$ cat src/design/mtq_pkg.sv
// Shared constants, codes and pipeline payload types for the rotation matrix
// to quaternion core. No dependencies.
`timescale 1ns / 1ps

package mtq_pkg;

    // Number format: signed DW bits with FB fraction bits
    localparam int DW  = 16;
    localparam int FB  = 14;
    localparam int ONE = 1 << FB;

    // Derived widths
    localparam int AW  = DW + 3;           // trace and radicand, signed
    localparam int XW  = DW + 1 + FB;      // radicand shifted up by FB, unsigned
    localparam int RW  = (XW + 1) / 2;     // rounded root
    localparam int SW  = RW + 1;           // scale s = 2 * root
    localparam int NW  = DW + 1;           // off-diagonal sums and differences
    localparam int DDW = NW + FB;          // rounded dividend
    localparam int QB  = DDW - FB / 2 - 1; // quotient bits (s is at least 2^(FB/2+1))

    // Pipeline shape
    localparam int SQ_PER = 2;
    localparam int SQ_STG = (RW + SQ_PER - 1) / SQ_PER;
    localparam int DV_PER = 3;
    localparam int DV_STG = (QB + DV_PER - 1) / DV_PER;

    localparam logic [XW-1:0] SQ_B0 = XW'(1) << (2 * (RW - 1));

    // Branch codes
    localparam logic [1:0] BR_TRACE = 2'd0;
    localparam logic [1:0] BR_X     = 2'd1;
    localparam logic [1:0] BR_Y     = 2'd2;
    localparam logic [1:0] BR_Z     = 2'd3;

    // Front end result: radicand and the three numerators in component order
    typedef struct packed {
        logic [XW-1:0]          rad;
        logic [2:0][NW-1:0]     num;
        logic [1:0]             br;
    } front_t;

    // Square root working state
    typedef struct packed {
        logic [XW-1:0]          x;
        logic [XW:0]            r;
        logic [XW-1:0]          b;
        logic [2:0][NW-1:0]     num;
        logic [1:0]             br;
    } sq_t;

    // Divider input
    typedef struct packed {
        logic [2:0][DDW-1:0]    dvd;
        logic [SW-1:0]          s;
        logic [2:0]             neg;
        logic [DW-1:0]          diag;
        logic [1:0]             br;
        logic                   deg;
    } post_t;

    // Divider working state
    typedef struct packed {
        logic [2:0][SW:0]       rem;
        logic [2:0][DDW-1:0]    dvd;
        logic [2:0][QB-1:0]     q;
        logic [SW-1:0]          s;
        logic [2:0]             neg;
        logic [DW-1:0]          diag;
        logic [1:0]             br;
        logic                   deg;
    } dv_t;

endpackage

$ cat src/design/mtq_div.sv
// Three-lane pipelined restoring divider, DV_PER quotient bits per stage.
// Carries scale, signs, diagonal term and flags. Depends on mtq_pkg.
`timescale 1ns / 1ps

module mtq_div import mtq_pkg::*; (
    input  logic  aclk,
    input  logic  aresetn,
    input  logic  en,
    input  logic  in_valid,
    input  post_t in_data,
    output logic  out_valid,
    output dv_t   out_data
);

    logic [DV_STG-1:0] vld_reg;
    dv_t               st_reg  [DV_STG];
    dv_t               st_in   [DV_STG];
    dv_t               st_next [DV_STG];

    // Seed each lane's partial remainder with the dividend's top bits
    always_comb begin
        for (int l = 0; l < 3; l++) begin
            st_in[0].rem[l] = (SW+1)'(in_data.dvd[l][DDW-1:QB]);
        end
        st_in[0].dvd  = in_data.dvd;
        st_in[0].q    = '0;
        st_in[0].s    = in_data.s;
        st_in[0].neg  = in_data.neg;
        st_in[0].diag = in_data.diag;
        st_in[0].br   = in_data.br;
        st_in[0].deg  = in_data.deg;
    end

    genvar g;
    generate
        for (g = 0; g < DV_STG; g++) begin : g_stage
            if (g > 0) begin : g_link
                assign st_in[g] = st_reg[g-1];
            end

            // Bring down one dividend bit per step and try the subtract
            always_comb begin
                dv_t         cur;
                logic [SW:0] t;
                logic        qb;
                cur = st_in[g];
                t   = '0;
                qb  = 1'b0;
                for (int j = 0; j < DV_PER; j++) begin
                    if (g * DV_PER + j < QB) begin
                        for (int l = 0; l < 3; l++) begin
                            t  = {cur.rem[l][SW-1:0], cur.dvd[l][QB-1]};
                            qb = (t >= {1'b0, cur.s});
                            cur.rem[l] = qb ? (t - {1'b0, cur.s}) : t;
                            cur.q[l]   = {cur.q[l][QB-2:0], qb};
                            cur.dvd[l] = cur.dvd[l] << 1;
                        end
                    end
                end
                st_next[g] = cur;
            end

            always_ff @(posedge aclk) begin
                if (en) begin
                    st_reg[g] <= st_next[g];
                end
            end
        end
    endgenerate

    // Advance valid bits with the data
    always_ff @(posedge aclk) begin
        if (!aresetn) begin
            vld_reg <= '0;
        end else if (en) begin
            vld_reg <= {vld_reg[DV_STG-2:0], in_valid};
        end
    end

    assign out_valid = vld_reg[DV_STG-1];
    assign out_data  = st_reg[DV_STG-1];

endmodule

$ cat config.mk
export PLATFORM = sky130hd
export DESIGN_NAME = mtq_div
export DESIGN_NICKNAME = d
export VERILOG_FILES = /design/src/design/mtq_pkg.sv /design/src/design/mtq_div.sv
export SDC_FILE = /design/constraint.sdc
export NUM_CORES = 2
export LEC_CHECK = 0
export ABC_AREA = 0
export BUFFER_PORTS_ARGS = -buffer_cell sky130_fd_sc_hd__buf_2
export CORE_UTILIZATION = 25
export DETAILED_ROUTE_END_ITERATION = 7
export PLACE_DENSITY = 0.49
export SLEW_MARGIN = 20
export SYNTH_ARGS = -nofsm -noshare
export SYNTH_HDL_FRONTEND = slang
export SYNTH_SLANG_ARGS = --single-unit
$ cat constraint.sdc
create_clock -name aclk -period 26 [get_ports aclk]
set_input_delay 5.2 -clock aclk [delete_from_list [all_inputs] [get_ports aclk]]
set_output_delay 5.2 -clock aclk [all_outputs]
set_load 0.03 [all_outputs]
Word-level counts from Yosys, hierarchy flattened
Memory sizes are Yosys's and may differ from the RTL's.
Index checks and enable logic that the tools add are counted.
- input bits: 136
- register bits after elaboration: 8
- memory bits (writable): 1992
- memories kept: 1
- memories (name ; depth ; width ; rd ports ; clocked after memory_dff ; wr ports ; RTL line ; RTL):
    st_reg ; 8 ; 249 ; 8 ; 0 ; 8 ; mtq_div.sv:16 ; dv_t st_reg [DV_STG];
- multiplexer cells: 71
- $lt $le $gt $ge: 69
- add/subtract/negate cells: 69
- operators by type and width (cell ; count):
    >= comparator 18 x 17 -> 1 bit ; 66
    2-to-1 mux 17 bit ; 45
    subtractor 17 bit ; 42
    2-to-1 mux 18 bit ; 24
    subtractor 18 x 17 -> 18 bit ; 24
    >= comparator 9 x 17 -> 1 bit ; 3
    subtractor 9 x 17 -> 17 bit ; 3
    2-to-1 mux 1 bit ; 2

Logic depth before layout (Yosys ltp)
An unclocked memory read counts as a cell.
- depth after elaboration: 7
- depth in mapped cells: 40

Least setup slack after synthesis
Ideal clock, no wire load.
- kind: in2reg
- from: input port in_data[23] (netlist bit)
- to: memory st_reg[0][240] (netlist bit), data pin
- stages on the path: 32
- arrival: 12.671 ns
- slack: 13.070 ns
- buffers on the path: 1
- cells stage by stage: inv_1 -> ha_1 -> nor2b_1 -> o21a_1 -> o21ai_0 -> a21oi_1 -> o21ai_0 -> a21o_1 -> clkinv_1 -> mux2_2 -> ha_1 -> o21a_1 -> o21ai_0 -> a21oi_1 -> nor2_1 -> o311ai_0 -> a22oi_1 -> clkinv_1 -> nor2_1 -> a21oi_1 -> fa_1 -> a21o_1 -> a21oi_1 -> o21ai_0 -> o211a_1 -> a221o_1 -> a31o_2 -> or4_1 -> nand3_1 -> o2111ai_2 -> buf_2 -> mux2_2
- RTL lines (element ; RTL line ; RTL):
    start, declared ; mtq_div.sv:10 ; input post_t in_data,
    end, declared ; mtq_div.sv:16 ;

==> run summary <==
Vias in the first global route - 77716
CP Launch Type - primary input
Clk slew on worst S/H paths - 0.06 ns
Most common cell in the netlist - edfxtp_1
Max Cap Viol - 0
Tmin final - 13.25 ns
Synth top cells by count - 1326 x edfxtp_1, 1149 x ha_1, 833 x a21oi_1, 732 x nor2_1, 697 x inv_1
Post-CTS Setup Bufs - 0
Slew HR - 29.3%
Setup violators final - 0
Worst min path class - flip-flop to flip-flop
CP required - 26.58 ns
Hold_ws - 0.368 ns
Number of flops mapped to enable cells by yosys - 1326
# fillers - 44788
Max-slew violations - 0
CTS root buffer - clkbuf_16
GRT overflow - 0
Area of the multi-input gates - 63100 um2
Sequential element share of the synthesized area - 37.5%
Maximum clock rate - 75.5 MHz
Final core occ - 28.7%
TritonCTS clock tree - done
Largest net degree at the start of global routing - 173
Vias post-DR - 81551
Failing checks - DRC
Floorplan row count - 239
Die Wd - 655 um
Worst EP arrival - 13.83 ns
Core area - 424000 um2
Synthesis-to-finish area growth - 14.2%
Initial antenna violation count - 14
Dominant synthesized flop cell - edfxtp_1
Critical Path Sink Type - flip-flop
Least-Margin Pin Slew - 1.06 ns
First-pass GRT wire length - 469000 um
Unrepaired setup endpoints after global routing - false
Die Y - 655 um
Final hold vios - 0
Synth async-reset ratio - 0%
Worst skew pair latency - 0.90 ns
Detail Route Antenna Nets - 0
Gp weighted congestion - 0.864
Crit Path Category - primary input to flip-flop
Clk_skew - 0.0750 ns
Setup_tns - 0 ns
DIE AREA - 429000 um2
GR Util All Layers - 14.0%
Initial Util - 25.1%
WL/cell - 18.5 um
Slowest cell delay on critical path - 0.50 ns
Post-synthesis register bit count - 1334
DRT iter0 DRCs - 5049
Netlist Area Pre-Place - 107000 um2
Syn Inst Count - 10689
Status - finished with violations
Synth area leaders - edfxtp_1 37%, ha_1 13%, xnor2_1 4.5%
Share of layout cells above drive strength 1 - 11.2%
DR vias/cell - 4.80
Io pins - 392
Clock sinks - 1334
I/O Buffers - 322
DR pass1 iterations - 8
FF+latch area - 40000 um2
Slowest cell on crit path - a21o_1
Crit Path Max Fanout - 18
Hold buffer count at cts - 0
HPWL after DPL - 242000 um
TritonCTS Buffers - 176
Max FFs per register - 1326
CTS Buffer Depth - 4
Count of distinct cell types in the synthesized netlist - 101
Area leader, netlist - edfxtp_1
Share of the synthesized area in the top cell type - 37.4%
CTS resizes - 0
Post-Route WL - 314000 um
DRC - 48
Nets - 12548
Crit share post-route - 51.0%
H-tree depth - 4
Syn Area/Cell - 9.97 um2
Total number of yosys warnings - 0
-- routing by layer --
| layer | global-route usage, % | vias to the layer above | routed length (um) |
|---|---|---|---|
| li1 | - | 41186 | - |
| met1 | 17.8 | 38324 | 140000 |
| met2 | 24.5 | 1574 | 151000 |
| met3 | 1.64 | 457 | 12000 |
| met4 | 4.67 | 10 | 11300 |
| met5 | 0 | - | 50 |
-- through the flow --
stage / setup WS, ns / instance area, um2 / cells
4_1_cts: 12.63 / 122000 / 16995
5_1_grt: 12.17 / 122000 / 16999
3_5_place_dp: 11.72 / 116000 / 16678
2_1_floorplan: 13.07 / 107000 / 10757
3_3_place_gp: 11.72 / 116000 / 16678
6_report: 12.75 / 122000 / 17002
-- layout by cell type (no fill, tap or decap), drive strengths merged, types with 232 or more instances in the layout --
cell    count
edfxtp   1326
ha       1149
a21oi     835
nor2      732
inv       712
o21ai     674
nand2     623
xnor2     551
buf       501
a21o      357
mux2      355
xor2      305
mux2i     232
-- cell families after synthesis --
logic type / count (synthesis) / share of synthesized area, %
flip-flops: 1334 / 37.5
AO/OA/AOI/OAI: 3071 / 18.8
XOR/XNOR: 856 / 7.04
other: 1 / 0.00352
adder cells (fa/ha/maj): 1218 / 14.8
buffers and inverters: 951 / 3.62
AND/OR/NAND/NOR: 2671 / 12.2
multiplexers: 587 / 5.96
-- cell type report --
cell class | instances | share of cell area [%]
well taps | 5663 | 5.83
diodes | 6 | 0.0123
flip-flops and latches | 1334 | 32.9
multi-input cells | 8472 | 51.9
clock inverters | 107 | 0.936
repair buffers | 501 | 2.47
inverters | 709 | 2.19
clock buffers | 210 | 3.81
-- worst max-delay path: cells and delay by family --
| family | cells | cell delay (ns) |
|---|---|---|
| and+or+nand+nor | 5 | 1.20 |
| buffers and inverters | 4 | 1.04 |
| adders and majority gates | 3 | 1.11 |
| AOI/OAI and AO/OA | 18 | 4.48 |
| muxes | 2 | 0.81 |
-- path summary, 6_finish.rpt --
path                   from             end  slack, ns  cells past startpoint
max reg2reg   st_reg[1][23]  st_reg[1][463]      15.05                     31
min reg2reg  st_reg[0][311]  st_reg[0][563]       0.37                      0
max             in_data[23]  st_reg[0][232]      12.75                     32
min          st_reg[0][311]  st_reg[0][563]       0.37                      0
Power is not shown: default switching activity piles up to over one toggle a cycle in this logic, so the estimate is an artifact.
