**src/design/mtq_pkg.sv**
```systemverilog
// Shared constants, codes and pipeline payload types for the rotation matrix
// to quaternion core. No dependencies.
`timescale 1ns / 1ps

package mtq_pkg;

    // Number format: signed DW bits with FB fraction bits
    localparam int DW  = 16;
    localparam int FB  = 14;
    localparam int ONE = 1 << FB;

    // Derived widths
    localparam int AW  = DW + 3;           // trace and radicand, signed
    localparam int XW  = DW + 1 + FB;      // radicand shifted up by FB, unsigned
    localparam int RW  = (XW + 1) / 2;     // rounded root
    localparam int SW  = RW + 1;           // scale s = 2 * root
    localparam int NW  = DW + 1;           // off-diagonal sums and differences
    localparam int DDW = NW + FB;          // rounded dividend
    localparam int QB  = DDW - FB / 2 - 1; // quotient bits (s is at least 2^(FB/2+1))

    // Pipeline shape
    localparam int SQ_PER = 2;
    localparam int SQ_STG = (RW + SQ_PER - 1) / SQ_PER;
    localparam int DV_PER = 3;
    localparam int DV_STG = (QB + DV_PER - 1) / DV_PER;

    localparam logic [XW-1:0] SQ_B0 = XW'(1) << (2 * (RW - 1));

    // Branch codes
    localparam logic [1:0] BR_TRACE = 2'd0;
    localparam logic [1:0] BR_X     = 2'd1;
    localparam logic [1:0] BR_Y     = 2'd2;
    localparam logic [1:0] BR_Z     = 2'd3;

    // Front end result: radicand and the three numerators in component order
    typedef struct packed {
        logic [XW-1:0]          rad;
        logic [2:0][NW-1:0]     num;
        logic [1:0]             br;
    } front_t;

    // Square root working state
    typedef struct packed {
        logic [XW-1:0]          x;
        logic [XW:0]            r;
        logic [XW-1:0]          b;
        logic [2:0][NW-1:0]     num;
        logic [1:0]             br;
    } sq_t;

    // Divider input
    typedef struct packed {
        logic [2:0][DDW-1:0]    dvd;
        logic [SW-1:0]          s;
        logic [2:0]             neg;
        logic [DW-1:0]          diag;
        logic [1:0]             br;
        logic                   deg;
    } post_t;

    // Divider working state
    typedef struct packed {
        logic [2:0][SW:0]       rem;
        logic [2:0][DDW-1:0]    dvd;
        logic [2:0][QB-1:0]     q;
        logic [SW-1:0]          s;
        logic [2:0]             neg;
        logic [DW-1:0]          diag;
        logic [1:0]             br;
        logic                   deg;
    } dv_t;

endpackage

```
**src/design/mtq_sqrt.sv**
```systemverilog
// Pipelined bit-by-bit integer square root, SQ_PER steps per stage.
// Carries the numerators and branch code alongside. Depends on mtq_pkg.
`timescale 1ns / 1ps

module mtq_sqrt import mtq_pkg::*; (
    input  logic   aclk,
    input  logic   aresetn,
    input  logic   en,
    input  logic   in_valid,
    input  front_t in_data,
    output logic   out_valid,
    output sq_t    out_data
);

    logic [SQ_STG-1:0] vld_reg;
    sq_t               st_reg  [SQ_STG];
    sq_t               st_in   [SQ_STG];
    sq_t               st_next [SQ_STG];

    // Load the first stage from the front end
    always_comb begin
        st_in[0].x   = in_data.rad;
        st_in[0].r   = '0;
        st_in[0].b   = SQ_B0;
        st_in[0].num = in_data.num;
        st_in[0].br  = in_data.br;
    end

    genvar g;
    generate
        for (g = 0; g < SQ_STG; g++) begin : g_stage
            if (g > 0) begin : g_link
                assign st_in[g] = st_reg[g-1];
            end

            // Run this stage's root steps
            always_comb begin
                sq_t          cur;
                logic [XW:0]  t;
                cur = st_in[g];
                t   = '0;
                for (int j = 0; j < SQ_PER; j++) begin
                    if (g * SQ_PER + j < RW) begin
                        t = cur.r + {1'b0, cur.b};
                        if ({1'b0, cur.x} >= t) begin
                            cur.x = cur.x - t[XW-1:0];
                            cur.r = (cur.r >> 1) + {1'b0, cur.b};
                        end else begin
                            cur.r = cur.r >> 1;
                        end
                        cur.b = cur.b >> 2;
                    end
                end
                st_next[g] = cur;
            end

            always_ff @(posedge aclk) begin
                if (en) begin
                    st_reg[g] <= st_next[g];
                end
            end
        end
    endgenerate

    // Advance valid bits with the data
    always_ff @(posedge aclk) begin
        if (!aresetn) begin
            vld_reg <= '0;
        end else if (en) begin
            vld_reg <= {vld_reg[SQ_STG-2:0], in_valid};
        end
    end

    assign out_valid = vld_reg[SQ_STG-1];
    assign out_data  = st_reg[SQ_STG-1];

endmodule

```
**config.mk**
```make
export PLATFORM = sky130hd
export DESIGN_NAME = mtq_sqrt
export DESIGN_NICKNAME = d
export VERILOG_FILES = /design/src/design/mtq_pkg.sv /design/src/design/mtq_sqrt.sv
export SDC_FILE = /design/constraint.sdc
export NUM_CORES = 1
export LEC_CHECK = 0
export BUFFER_PORTS_ARGS = -buffer_cell sky130_fd_sc_hd__clkbuf_2
export CORE_MARGIN = 3
export CORE_UTILIZATION = 49
export CTS_BUF_LIST = sky130_fd_sc_hd__clkbuf_4 sky130_fd_sc_hd__clkbuf_8 sky130_fd_sc_hd__clkbuf_16
export DETAILED_ROUTE_END_ITERATION = 16
export GPL_TIMING_DRIVEN = 0
export PLACE_DENSITY = 0.69
export RECOVER_POWER = 50
export SETUP_SLACK_MARGIN = 0.5
export SYNTH_ARGS = -nofsm -noshare
export SYNTH_HDL_FRONTEND = slang
export SYNTH_SLANG_ARGS = --single-unit
```
**constraint.sdc**
```tcl
create_clock -name aclk -period 4.6 [get_ports aclk]
set_input_delay 0.92 -clock aclk [delete_from_list [all_inputs] [get_ports aclk]]
set_output_delay 0.92 -clock aclk [all_outputs]
set_load 0.03 [all_outputs]
```
# ---- Word level (Yosys, flattened, before mapping)
# Memory sizes are Yosys's and may differ from the RTL's.
# Index checks and enable logic that the tools add are counted.
dict set report op_classes {
  add_sub_neg 46
  mul 0
  div_mod_pow 0
  order_cmp 16
  eq_ne 0
  shifts 0
  muxes 34
  bitwise_logic 0
  n_reduce_logical 0
}
# op n
set op_table {}
lappend op_table {{two-way mux 31 bit} 18}
lappend op_table {{>= comparator 31 x 32 -> 1 bit} 15}
lappend op_table {{subtractor 31 bit} 15}
lappend op_table {{two-way mux 32 bit} 14}
lappend op_table {{adder 31 x 29 -> 32 bit} 7}
lappend op_table {{adder 31 x 31 -> 32 bit} 7}
lappend op_table {{adder 32 x 29 -> 32 bit} 7}
lappend op_table {{adder 32 x 31 -> 32 bit} 7}
lappend op_table {{adder 31 x 29 -> 32 bit (second input constant)} 1}
lappend op_table {{adder 30 x 29 -> 31 bit (second input constant)} 1}
lappend op_table {{>= comparator 31 bit (second input constant)} 1}
lappend op_table {{subtractor 31 bit (second input constant)} 1}
lappend op_table {{two-way mux 1 bit} 2}
dict set report word_totals {
  reg_bits 8
  latchBits 0
  mem_bits_rw 1144
  rom_bits 0
  inputBits 88
  out_inout_bits 148
  elab_cells 98
  n_memories 1
}
# memory words width read_ports rd_clocked_by_memory_dff wr line_no
set memory_table {}
lappend memory_table {st_reg 8 143 8 0 8 mtq_sqrt.sv:16} ;# sq_t st_reg [SQ_STG];

# ---- Longest topological paths before layout
# An unclocked memory read counts as a cell.
dict set report logic_depth {
  depth_word 7
  ltp_mapped 27
}

# ---- Least setup slack after synthesis
# No wires, ideal clock.
dict set report synth_timing {
  path_type {reg2reg}
  start {mem st_reg[1][425] (netlist bit)}
  end {mem st_reg[1][559] (netlist bit) (data pin)}
  setup_ns 0.255
  t_arrival_ns 4.641
  path_slack_ns -0.297
  stages_incl_launch_ff 24
  path_buffers 3
  period_less_slack_ns 4.897
  path_cell_list {edfxtp_1 > or4_1 > or3_4 > nor3_4 > and2_1 > buf_4 > nand2_2 > clkinv_2 > clkbuf_1 > nor2_1 > nor2_1 > ha_1 > a21o_1 > a21o_1 > a21oi_1 > o21a_1 > nor2_1 > a211oi_1 > o31a_1 > a2111oi_2 > and4b_1 > buf_4 > a221oi_2 > and3_1}
}
# element line_no
set synth_rtl {}
lappend synth_rtl {{from (decl)} mtq_sqrt.sv:16}

==> impl_metrics.ini <==
[run_status]
status = finished with violations
failed_checks = capacitance limit, slew limit, setup timing

[sta]
layout_worst_path_cycle_share_pct = 108
finalMaxSlewViolations = 274
whs_ps = 408
skew_ps = 24.6
timing.final.crit_period_ps = 4960
grt_setup_unrepaired = yes
report.final.setup_viol = 81
slew-limit-headroom_pct = -29.5
max_slew.worst_pin.slew_ps = 1940
setup_ws_ps = -361
timing.fmax_mhz = 202
timing_hold_violations_final = 0

[grt]
vias_in_the_first_global_route = 22992
grt_pass1_wl_um = 120000
maximum_number_of_pins_on_one_net_before_global_route_repair = 131
global_route.overflow_total = 0
grt_antenna_before_repair = 0
track_usage_pct = 20.4

[pwr]
vdd.ir_drop.worst_mv = 0.340
power-per-cell-area_nw_per_um2 = 577
p_leak_nw = 17.5
power.total_mw = 26.1

[clock_tree]
cts-root-buf = sky130_fd_sc_hd__clkbuf_16
clk_latency_ps = 620
cts_tree = built
cts-htree-levels = 3
numCtsBuffers = 78
cts_max_path_buffers = 3
cts_hold_buffers = 0
clkSinkCount = 752
cts.reportedPaths.clkPinSlew_ps = 60

[place]
dpl.hpwl_um = 51500
place_congestion = 0.957
portBuffers = 188

[drt]
drtPass1Iterations = 6
ant_nets = 0
drt-vias-per-instance = 5.35
detail_route.iter0.violations = 1508
wl_um = 77700
routedWlPerCell_um = 18.5
routed-via-count = 22500
drt_drc_violations_left = 0

[critical_path]
worstSetupEndpointType = flop
critical_path_class = flop to flop
worst_ep_required_time_ps = 4950
cp_data_arrival_time_ps = 5320
cp_max_fo = 10
critical_path_startpoint_category = flop

[min_path]
type_of_the_most_critical_hold_path = flop to flop

[job]
cap_viol_max_count = 3

[layout]
n_fill_cell = 4991
insertedDiodeCount = 0
nets = 3459
layout-drive-gt1-share_pct = 34.3
layout_common_cells = 744 x sky130_fd_sc_hd__edfxtp_1, 265 x sky130_fd_sc_hd__buf_4, 162 x sky130_fd_sc_hd__clkbuf_2
largest_register_ff_count = 744
area.growth.synth_to_final_pct = 30.9
multiInputGateArea_um2 = 13600
mostFrequentLayoutCell = sky130_fd_sc_hd__edfxtp_1
area_taken_by_flip_flops_and_latches_um2 = 22500

[synth]
syn_inst = 2579
ys.flop_type = sky130_fd_sc_hd__edfxtp_1
post-synth-top-area-fraction_pct = 64.7
synthesis.area_per_instance_um2 = 13.4
biggest_area_contributors_in_the_synthesized_netlist = sky130_fd_sc_hd__edfxtp_1 65%, sky130_fd_sc_hd__ha_1 5.7%, sky130_fd_sc_hd__xnor2_1 3.6%
syn_area_um2 = 34500
post-synth-top-area-cell = sky130_fd_sc_hd__edfxtp_1
yosys_warnings = 0
async_reset_ff_share_pct = 0
synth-edff-count = 744
yosysSeqAreaShare_pct = 65.2
synth_cell_types = 93
ys_seq_elements = 752

[floorplan]
rows = 96
placeableCoreArea_um2 = 69200
initial_utilization_pct = 49.9
die-area_um2 = 73700
die_width_um = 271
top_level_ports = 236
die_h_um = 271
## metrics by stage
step           utilization [%]  std cells  setup TNS (ps)  setup WS [ps]  cell area [µm²]
6_report                  65.3       4203          -20370           -361            45200
5_1_grt                   65.3       4203          -29020           -441            45200
4_1_cts                   63.3       4134          -12640           -297            43800
3_5_place_dp              54.4       3750          -92990          -1590            37600
3_3_place_gp              54.1       3744        -7047490          -9370            37400
2_1_floorplan                -       2625               0           80.9            35300
## layer usage
layer	up-vias	wire, µm	track usage (%)
li1	10851	-	-
met1	10771	28900	22.1
met2	625	41800	38.3
met3	253	2720	2.85
met4	0	4290	10.6
met5	-	0	0
## where the power goes
group          internal (mW)  switching, mW
sequential              8.77          0.542
combinational           4.86           5.62
clock                   3.72           2.55
## critical path: stages, from the launching register on
cell and delay, ps:
sky130_fd_sc_hd__edfxtp_1 420, sky130_fd_sc_hd__inv_2 130, sky130_fd_sc_hd__ha_4 220, sky130_fd_sc_hd__nand4_1 220
sky130_fd_sc_hd__o221ai_4 210, sky130_fd_sc_hd__a221oi_4 400, sky130_fd_sc_hd__o211ai_4 220, sky130_fd_sc_hd__buf_12 190
sky130_fd_sc_hd__buf_8 140, sky130_fd_sc_hd__a21oi_4 180, sky130_fd_sc_hd__ha_4 220, sky130_fd_sc_hd__clkbuf_8 150
sky130_fd_sc_hd__a21oi_4 150, sky130_fd_sc_hd__o21ai_2 90, sky130_fd_sc_hd__a21oi_2 160, sky130_fd_sc_hd__nor2b_1 80
sky130_fd_sc_hd__o21ai_2 180, sky130_fd_sc_hd__o21a_1 190, sky130_fd_sc_hd__o21ai_4 100, sky130_fd_sc_hd__nor3_4 140
sky130_fd_sc_hd__nor2b_4 320, sky130_fd_sc_hd__inv_4 90, sky130_fd_sc_hd__buf_12 160, sky130_fd_sc_hd__mux2_4 290
## kinds of logic (layout without fill, tap and decap cells)
group	count (synthesis)	in the layout	share of synthesized area (%)
AND/OR/NAND/NOR	708	708	10.4
buffers and inverters	225	872	3.15
AO/OA/AOI/OAI	496	496	9.23
adder cells (fa/ha/maj)	156	156	5.65
flip-flops	752	752	65.2
XOR/XNOR	196	196	4.97
other	1	47	0.0109
multiplexers	45	45	1.43
## area by class of cell
class	instances	area share [%]
Sequential cell	752	49.8
Multi-Input combinational cell	1648	30.0
Clock inverter	43	1.15
Tap cell	931	2.58
Inverter	134	1.23
Buffer	91	2.11
Timing Repair Buffer	510	8.49
Clock buffer	94	4.62
## worst paths after layout
check / from / endpoint / slack (ps) / cells after the start
setup / recovery: st_reg[1][233] / st_reg[1][409] / -360 / 23
hold / removal: st_reg[0][436] / st_reg[1][7] / 410 / 0
setup reg to reg: st_reg[1][233] / st_reg[1][409] / -360 / 23
hold reg to reg: st_reg[0][436] / st_reg[1][7] / 410 / 0
## cells in the mapped netlist, types with 16 or more instances
master	count
sky130_fd_sc_hd__o21a_1	26
sky130_fd_sc_hd__xor2_1	54
sky130_fd_sc_hd__nor2_1	189
sky130_fd_sc_hd__a21o_1	57
sky130_fd_sc_hd__edfxtp_1	744
sky130_fd_sc_hd__a31oi_1	16
sky130_fd_sc_hd__nand2_1	183
sky130_fd_sc_hd__buf_4	49
sky130_fd_sc_hd__inv_1	127
sky130_fd_sc_hd__xnor2_1	142
sky130_fd_sc_hd__nand2b_1	29
sky130_fd_sc_hd__nand3_1	35
sky130_fd_sc_hd__nand4_1	34
sky130_fd_sc_hd__ha_1	156
sky130_fd_sc_hd__nor2b_1	30
sky130_fd_sc_hd__nor3_1	50
sky130_fd_sc_hd__o21bai_1	17
sky130_fd_sc_hd__o31ai_1	19
sky130_fd_sc_hd__a21oi_1	151
sky130_fd_sc_hd__o21ai_0	102
sky130_fd_sc_hd__nor4_1	42
sky130_fd_sc_hd__and3_1	19
sky130_fd_sc_hd__clkbuf_1	29
sky130_fd_sc_hd__mux2i_1	25
## timing repair
item | 4_1_cts | 5_1_grt
resized for setup | 343 | 227
setup buffers | 237 | 65
endpoints found under the setup margin | 139 | 134
pin swaps | 134 | 103
cloned | 10 | 4
(Power assumes the default switching activity.)
